===== config.mk =====
export PLATFORM = sky130hd
export DESIGN_NAME = set_median_selector
export DESIGN_NICKNAME = d
export VERILOG_FILES = /design/src/design/smsel_pkg.sv /design/src/design/smsel_cell.sv /design/src/design/set_median_selector.sv
export SDC_FILE = /design/constraint.sdc
export NUM_CORES = 2
export LEC_CHECK = 0
export ABC_AREA = 1
export BUFFER_PORTS_ARGS = -buffer_cell sky130_fd_sc_hd__buf_4
export CORE_ASPECT_RATIO = 1.5
export CORE_MARGIN = 2
export CORE_UTILIZATION = 65
export DETAILED_ROUTE_END_ITERATION = 10
export PLACE_DENSITY = 0.81
export SLEW_MARGIN = 5
export SYNTH_ARGS = -nofsm -noshare
export SYNTH_HDL_FRONTEND = slang
export SYNTH_SLANG_ARGS = --single-unit

===== constraint.sdc =====
create_clock -name clk_i -period 4.2 [get_ports clk_i]
set_input_delay 0.42 -clock clk_i [delete_from_list [all_inputs] [get_ports clk_i]]
set_output_delay 0.42 -clock clk_i [all_outputs]
set_load 0.005 [all_outputs]

===== src/design/smsel_pkg.sv =====
// Shared types and constants of the set median selector.
package smsel_pkg;

  localparam int SAMPLE_W  = 16;
  localparam int MEDIAN_W  = SAMPLE_W + 1;
  localparam int COUNT_W   = 7;
  localparam int DEPTH_DEF = 64;

  typedef struct packed {
    logic signed [SAMPLE_W-1:0] sample;
    logic                       sample_valid;
    logic                       last;
  } req_t;

  typedef struct packed {
    logic signed [MEDIAN_W-1:0] median_doubled;
    logic [COUNT_W-1:0]         sample_count;
    logic                       overflow;
  } res_t;

  typedef struct packed {
    logic insert;
    logic shift;
  } cell_ctrl_t;

endpackage


===== src/design/smsel_cell.sv =====
// One compare-and-shift cell of the sorted sample chain.
module smsel_cell
  import smsel_pkg::*;
(
  input  logic                       clk_i,
  input  cell_ctrl_t                 ctrl_i,
  input  logic signed [SAMPLE_W-1:0] sample_i,
  input  logic                       occ_i,
  input  logic                       left_occ_i,
  input  logic                       left_gt_i,
  input  logic signed [SAMPLE_W-1:0] left_value_i,
  input  logic signed [SAMPLE_W-1:0] right_value_i,
  output logic signed [SAMPLE_W-1:0] value_o,
  output logic                       gt_o
);

  logic signed [SAMPLE_W-1:0] value_q, value_d;
  logic                       take;

  assign gt_o = occ_i && (value_q > sample_i);
  assign take = gt_o || (!occ_i && left_occ_i);

  always_comb begin
    value_d = value_q;
    if (ctrl_i.shift) begin
      value_d = right_value_i;
    end else if (ctrl_i.insert && take) begin
      value_d = left_gt_i ? left_value_i : sample_i;
    end
  end

  always_ff @(posedge clk_i) begin
    value_q <= value_d;
  end

  assign value_o = value_q;

endmodule


===== src/design/set_median_selector.sv =====
// Top level of the set median selector: sorted cell chain, control and result register.
// A request without last is taken while idle, and the next can follow at once.
// A request with last (after any insert it carries) shifts the chain by (n-1)/2 places
// rounded down, none for an empty set, n being the kept count, then loads the result
// register once it is free; no new request is taken until then.
// Reset clears the count, the overflow flag, the control state and the result valid.
module set_median_selector
  import smsel_pkg::*;
#(
  parameter int DEPTH = DEPTH_DEF
) (
  input  logic clk_i,
  input  logic rst_ni,
  input  req_t req_i,
  input  logic req_valid_i,
  output logic req_ready_o,
  output res_t res_o,
  output logic res_valid_o,
  input  logic res_ready_i
);

  localparam int CW        = $clog2(DEPTH + 1);
  localparam int SecondIdx = (DEPTH > 1) ? 1 : 0;

  typedef enum logic {
    ST_IDLE,
    ST_DRAIN
  } state_e;

  state_e              state_q, state_d;
  logic [CW-1:0]       count_q, count_d;
  logic [CW-1:0]       shifts_q, shifts_d;
  logic                drop_q, drop_d;
  res_t                res_q, res_d;
  logic                res_valid_q, res_valid_d;

  logic                accept, full, do_insert, do_shift, out_free;
  cell_ctrl_t          ctrl;
  logic signed [SAMPLE_W-1:0] vals [DEPTH];
  logic                gts [DEPTH];
  logic signed [MEDIAN_W-1:0] v0x, v1x, median;

  assign req_ready_o = (state_q == ST_IDLE);
  assign accept      = req_valid_i && req_ready_o;
  assign full        = (count_q == CW'(DEPTH));
  assign do_insert   = accept && req_i.sample_valid && !full;
  assign do_shift    = (state_q == ST_DRAIN) && (shifts_q != '0);
  assign out_free    = !res_valid_q || res_ready_i;

  assign ctrl.insert = do_insert;
  assign ctrl.shift  = do_shift;

  for (genvar i = 0; i < DEPTH; i++) begin : g_cell
    logic                       occ, left_occ, left_gt;
    logic signed [SAMPLE_W-1:0] left_value, right_value;

    assign occ = (CW'(i) < count_q);
    if (i == 0) begin : g_first
      assign left_occ   = 1'b1;
      assign left_gt    = 1'b0;
      assign left_value = req_i.sample;
    end else begin : g_rest
      assign left_occ   = (CW'(i - 1) < count_q);
      assign left_gt    = gts[i-1];
      assign left_value = vals[i-1];
    end
    if (i == DEPTH - 1) begin : g_last
      assign right_value = vals[i];
    end else begin : g_inner
      assign right_value = vals[i+1];
    end

    smsel_cell u_cell (
      .clk_i         (clk_i),
      .ctrl_i        (ctrl),
      .sample_i      (req_i.sample),
      .occ_i         (occ),
      .left_occ_i    (left_occ),
      .left_gt_i     (left_gt),
      .left_value_i  (left_value),
      .right_value_i (right_value),
      .value_o       (vals[i]),
      .gt_o          (gts[i])
    );
  end

  assign v0x = {vals[0][SAMPLE_W-1], vals[0]};
  assign v1x = {vals[SecondIdx][SAMPLE_W-1], vals[SecondIdx]};

  always_comb begin
    if (count_q == '0) begin
      median = '0;
    end else if (count_q[0]) begin
      median = {vals[0], 1'b0};
    end else begin
      median = v0x + v1x;
    end
  end

  always_comb begin
    state_d     = state_q;
    count_d     = count_q;
    shifts_d    = shifts_q;
    drop_d      = drop_q;
    res_d       = res_q;
    res_valid_d = res_valid_q;
    if (res_valid_q && res_ready_i) begin
      res_valid_d = 1'b0;
    end
    case (state_q)
      ST_IDLE: begin
        if (accept) begin
          if (do_insert) begin
            count_d = count_q + 1'b1;
          end else if (req_i.sample_valid) begin
            drop_d = 1'b1;
          end
          if (req_i.last) begin
            state_d  = ST_DRAIN;
            shifts_d = (count_d == '0) ? '0 : ((count_d - 1'b1) >> 1);
          end
        end
      end
      ST_DRAIN: begin
        if (do_shift) begin
          shifts_d = shifts_q - 1'b1;
        end else if (out_free) begin
          res_d.median_doubled = median;
          res_d.sample_count   = COUNT_W'(count_q);
          res_d.overflow       = drop_q;
          res_valid_d          = 1'b1;
          count_d              = '0;
          drop_d               = 1'b0;
          state_d              = ST_IDLE;
        end
      end
      default: begin
        state_d = ST_IDLE;
      end
    endcase
  end

  always_ff @(posedge clk_i or negedge rst_ni) begin
    if (!rst_ni) begin
      state_q     <= ST_IDLE;
      count_q     <= '0;
      shifts_q    <= '0;
      drop_q      <= 1'b0;
      res_valid_q <= 1'b0;
      res_q       <= '0;
    end else begin
      state_q     <= state_d;
      count_q     <= count_d;
      shifts_q    <= shifts_d;
      drop_q      <= drop_d;
      res_valid_q <= res_valid_d;
      res_q       <= res_d;
    end
  end

  assign res_o       = res_q;
  assign res_valid_o = res_valid_q;

`ifndef SYNTHESIS
  a_count_bound: assert property (@(posedge clk_i) disable iff (!rst_ni)
    count_q <= CW'(DEPTH))
    else $error("sample count exceeds store depth");

  a_close_blocks: assert property (@(posedge clk_i) disable iff (!rst_ni)
    (accept && req_i.last) |=> !req_ready_o)
    else $error("request accepted while a set is being closed");

  a_drop_when_full: assert property (@(posedge clk_i) disable iff (!rst_ni)
    (accept && req_i.sample_valid && !req_i.last && !drop_q) |=>
      (drop_q == $past(full)))
    else $error("overflow flag does not match store fullness");

  a_shift_count: assert property (@(posedge clk_i) disable iff (!rst_ni)
    do_shift |=> (shifts_q == $past(shifts_q) - 1'b1) && (state_q == ST_DRAIN))
    else $error("drain counter did not step down");

  a_no_insert_draining: assert property (@(posedge clk_i) disable iff (!rst_ni)
    !(do_shift && do_insert))
    else $error("insert and shift in the same cycle");
`endif

endmodule


======== After elaboration in Yosys (flattened, before gate mapping) ========
Index checks and enable logic that the tools add are counted.
cells by class
  mux-type cells .......................... 218
  bitwise gates (word level) .............. 2
  order comparisons ....................... 128
  equal/unequal tests ..................... 8
  add/sub/neg operators ................... 4
  reduce and logical (&&, ||, !) cells .... 398
operators by type and width
  cell                   count
  $mux W16               189
  $gt A16 B16 Y1         64
  $lt A6 B7 Y1 const A   32
  $logic_and A1 B1 Y1    196
  $reduce_bool A2 Y1     63
  $lt A5 B7 Y1 const A   16
  $logic_not A1 Y1       66
  $logic_or A1 B1 Y1     65
  $mux W7                9
  $lt A4 B7 Y1 const A   8
  $mux W17               2
  $lt A3 B7 Y1 const A   4
  $pmux W7 S2            2
  $add A16 B16 Y17       1
  $logic_not A7 Y1       2
  $lt A1 B7 Y1 const A   2
  $lt A2 B7 Y1 const A   2
  $sub A7 B1 Y7 const B  2
  $mux W1                13
  $reduce_and A3 Y1      3
  $ne A2 B2 Y1 const B   4
  $add A7 B1 Y7 const B  1
  $eq A7 B7 Y1 const B   1
  $reduce_bool A7 Y1     1
  6 further kinds        10
storage, ports and cells
  flip-flop bits (word level) ............. 1066
  input port bits ......................... 22
  logic and storage cells ................. 830
  output and inout bits ................... 27

======== Depth between registers and ports, before layout ========
  depth in word-level cells ............... 12
  mapped depth ............................ 19
  mapped depth without buffers ............ 17

======== Hierarchy ========
Synthesis repeated with hierarchy kept, for this count alone.
second synthesis, totals
  cells, all modules ...................... 10854
  area, all modules ....................... 87559.0 µm²
modules (own cells, without submodules)
  module               area each (µm²)  cells each  times used  sequential area each (µm²)
  smsel_cell           1311.3           161         64          480.5
  set_median_selector  3638.5           550         1           1051.0

======== Least setup slack after synthesis ========
No wires, ideal clock.
  kind .................................... input to register
  start ................................... input port req_i[17] in the netlist's numbering
  end ..................................... register g_cell[23].u_cell.value_q[0], enable pin
  stages on the path ...................... 14
  buffers on the path ..................... 2
  setup time .............................. 0.394 ns
  setup slack ............................. -0.994 ns
  arrival time ............................ 4.800 ns
  data required time ...................... 3.806 ns
  path through ............................ inv_2 > buf_1 > ha_1 > nand2_1 > nor2_1 > nand2_1 > nor2_1 > inv_1 > nor2_1 > nor2_1 > nand3_1 > nand3_1 > buf_2 > o211ai_1
on the way
  word-level cells in the longest chain between the ends .. 5
ends and longest elaborated chain
  element                              RTL line                   text
  from (decl)                          set_median_selector.sv:14  input req_t req_i,
  $gt A16 B16 Y1                       smsel_cell.sv:20           assign gt_o = occ_i && (value_q > sample_i);
  $logic_and A1 B1 Y1                  smsel_cell.sv:20
  $logic_or A1 B1 Y1                   smsel_cell.sv:21           assign take = gt_o || (!occ_i && left_occ_i);
  $logic_and A1 B1 Y1                  smsel_cell.sv:27           end else if (ctrl_i.insert && take) begin
  $reduce_bool A2 Y1 (no source line)  --
  to (signal assigned)                 smsel_cell.sv:33           value_q <= value_d;
  to (decl)                            smsel_cell.sv:17           logic signed [SAMPLE_W-1:0] value_q, value_d;
No other way between the ends.
A chain may end at the register's enable or synchronous reset.

======== Worst setup path after layout ========
  start ................................... input port req_i[11] in the netlist's numbering
  end ..................................... register g_cell[18].u_cell.value_q[9] (data pin)
on the way
  word-level cells in the longest chain between the ends .. 5
ends and longest elaborated chain
  element                                 RTL line          text
  $gt A16 B16 Y1                          smsel_cell.sv:20
  $logic_and A1 B1 Y1                     smsel_cell.sv:20
  $mux W16 (*)                            smsel_cell.sv:28  value_d = left_gt_i ? left_value_i : sample_i;
  $mux W16 (*)                            smsel_cell.sv:27
  $mux W16 (*)                            smsel_cell.sv:25  if (ctrl_i.shift) begin
  named net g_cell[18].u_cell.value_d[9]  smsel_cell.sv:17
  to (signal assigned)                    smsel_cell.sv:33
  to (decl)                               smsel_cell.sv:17
The timed path passes the listed nets; every way through them passes the cells marked *. The select of a mux whose other input is x is not followed.

==> impl_metrics.ini <==
[status]
status = complete, no violations

[synthesis]
synth_edf_count = 1024
synth_cells = 12130
yosys.area.top_type = edfxtp_1
synth_ff_type = edfxtp_1
syn_nets = 13200
synth_top_area_share_pct = 34.60
synth_area_leaders = edfxtp_1 (35%), nand2_1 (18%), ha_1 (15%)
synth_seq_cells = 1066
async_flop_share_pct = 3.940
ys_types = 51
yosysSeqAreaShare_pct = 35.78
ys_top_cells_by_count = nand2_1 (4336), inv_1 (1452), nand3_1 (1398)
synth_most_common_cell = nand2_1
yosysWarnings = 0
syn_area_per_cell_sq_um = 7.327
syn_area_sq_um = 88880

[placed_design]
dpl_cell_area_sq_um = 93080
io_buffers = 48
hpwl_microns = 220800
gp_congestion = 0.9901

[detailed_routing]
wl_microns = 310700
postRouteAntennaNets = 0
met2_wirelength_microns = 144800
wl_per_cell_microns = 22.23
viasPerCell = 6.372
num_vias = 89060
drc = 0
met3_length_microns = 29960
first_pass_iters = 7
wl_met1_microns = 104800
dr.max_layer_used = met5
drt_iter0_drc = 10070

[clocking]
cts.htree.levels = 3
tritoncts = built
cts_sinks = 1066
cts_root_buf = clkbuf_16
clk_pin_slew_ns = 0.07
numCtsBuffers = 110
clock_latency_ns = 0.81
cts.path.max_buffers = 3

[global_route]
grtUsageTotal_pct = 43.68
antenna_found_initial = 5
grt_pass1_wl_microns = 478100
grt_max_degree = 98
grt_pass1_vias = 87730
overflow = 0

[pwr]
p_leak_nw = 50.13
p_sw_share_pct = 50.64
clockPowerShare_pct = 12.2
powerDensity_nw_per_um2 = 868.8
combPwrFrac_pct = 55.6
power.internal_mw = 41.53
p_switching_mw = 42.60
seqPwrFrac_pct = 32.1
vdd.ir_drop.worst_uv = 562.7

[worst_setup_path]
crit_slowest_cell = nand4_1
required_ns = 4.87
reg2reg_slack_ns = 0.41
crit_path_max_fanout = 35
crit_type = input pin to flop
crit_top_cell = nand2_1
worstReg2RegStart = count_q[3]
arrival_ns = 4.51
rr_worst_depth = 8
crit_chain = dlygate4sd3_1 > buf_4 > inv_6 > buf_4 > ha_1 > nand2_1 > nand2_1 > nand2_1 > nand2_1 > a21oi_1 > nand3_1 > nand2_1 > nand4_1 > nand2_1 > nand3_1 > nand2_1
worst-path-buf-inv = 4
critPathTopFamily = simple AND/OR/NAND/NOR gates
start_kind = input pin
critPathCaptureType = flop
cp_slowest_stage_delay_ns = 0.76
timing.rr.end = g_cell[61].u_cell.value_o[9]

[flow_run]
drv_cap = 0

[cells_and_area]
syn_to_final_growth_pct = 8.957
fillers = 11220
layout.nets = 13190
stdcell_area_sq_um = 96840
multi_input_area_sq_um = 49110
register_area_sq_um = 31800
drive_gt1_share_pct = 6.297

[min_path]
whs_endpoint = state_q
holdPathStages = 3
holdCritStartpoint = req_i[0]
min_path_type = input pin to flop

[sta]
max_freq_mhz = 260.5
rsz0062_at_grt = false
max_slew_margin_pct = 19.54
min_period_ns = 3.839
tightest_slew_ns = 1.207
fin_tns_setup_ns = 0
hold_viol_final = 0
slew_viol_final = 0
min_period_over_period_pct = 91.41
setup_viol = 0
skew_ns = 0.03019

[floorplanning]
core_sq_um = 136000
die-area_sq_um = 139800
die_w_microns = 305.9
start_util_pct = 65.33
die_h_microns = 456.9
ioPinCount = 49
rows = 166
-- power groups by stage --
stage                     logic, mW  clock network [mW]  registers [mW]
final                          46.8                10.3            27.0
after floorplan                32.6                   0            23.7
after detailed placement       45.2                   0            26.8
after CTS                      45.5                10.3            26.7
after global placement         43.3                   0            26.8
after global routing           52.2                10.6            27.3
-- flip-flops by register name, indices dropped and copies added (netlist names) --
name,cells
res_valid_o,1
res_o,25
count_q,7
shifts_q,7
g_cell.u_cell.value_o,1024
drop_q,1
state_q,1
-- metal layers --
layer | GRT usage (%) | vias to the layer above
li1 | - | 40830
met1 | 47.80 | 41010
met2 | 72.69 | 5404
met3 | 8.910 | 1820
met4 | 36.89 | 2
met5 | 0 | -
-- metrics by stage --
step	setup slack [ns]	power (mW)	utilization, %	hold WS (ns)	cells
floorplan	0.01163	56.34	-	0.1244	12130
global placement	0.2672	70.09	68.42	0.4460	13760
detailed placement	0.2672	72.00	68.42	0.4560	13760
CTS	0.5320	82.44	71.18	0.01163	13980
global route	0.2074	90.19	71.18	0.03256	13980
finish	0.3606	84.13	71.18	0.02282	13980
-- layout by cell type (no fill, tap or decap), drive strengths merged, types with 9 or more instances in the layout --
cell / count
buf: 457
xor2: 9
o21ai: 216
a21o: 20
nand3b: 33
nor3: 31
nor2: 373
dlygate4sd3: 15
nand4: 897
a21boi: 27
ha: 1046
a21oi: 421
dfrtp: 42
nand2: 4352
a31oi: 21
inv: 1497
nand3: 1430
o21bai: 45
clkinv: 46
edfxtp: 1024
o21a: 27
clkbuf: 146
-- worst min-delay path, cell delays in order --
cell,delay [ns]
buf_4,0.10
nand3_1,0.14
o21ai_0,0.11
-- logic make-up after synthesis --
kind of cell	share of synthesized area, %
flops	35.78
simple gates	35.15
fa+ha+maj	14.75
xor+xnor	0.1281
buf+inv	8.980
compound gates	5.210
-- how the worst max path moves through the flow --
stage / from / endpoint / cells past startpoint
floorplan: req_i[12] / g_cell[23].u_cell.value_o[0] / 14
global placement: req_i[11] / g_cell[18].u_cell.value_o[9] / 15
detailed placement: req_i[11] / g_cell[18].u_cell.value_o[9] / 15
CTS: req_i[11] / g_cell[18].u_cell.value_o[9] / 16
global route: req_i[11] / g_cell[18].u_cell.value_o[9] / 16
finish: req_i[11] / g_cell[18].u_cell.value_o[9] / 16
-- cell type report --
| type | count | share of cell area [%] |
|---|---|---|
| Timing Repair Buffer | 472 | 4.551 |
| Clock buffer | 146 | 3.220 |
| Tap cell | 1764 | 2.279 |
| Multi-Input combinational cell | 8975 | 50.71 |
| Sequential cell | 1066 | 32.84 |
| Antenna cell | 1 | 0.002584 |
| Clock inverter | 57 | 0.5013 |
| Inverter | 1496 | 5.893 |
-- timing repair --
item	4_1_cts	5_1_grt
setup buffers	0	0
hold endpoints to repair	56	0
gates resized for setup	0	0
hold buffers	15	0
Note: power is estimated with default switching activity, not from simulation.
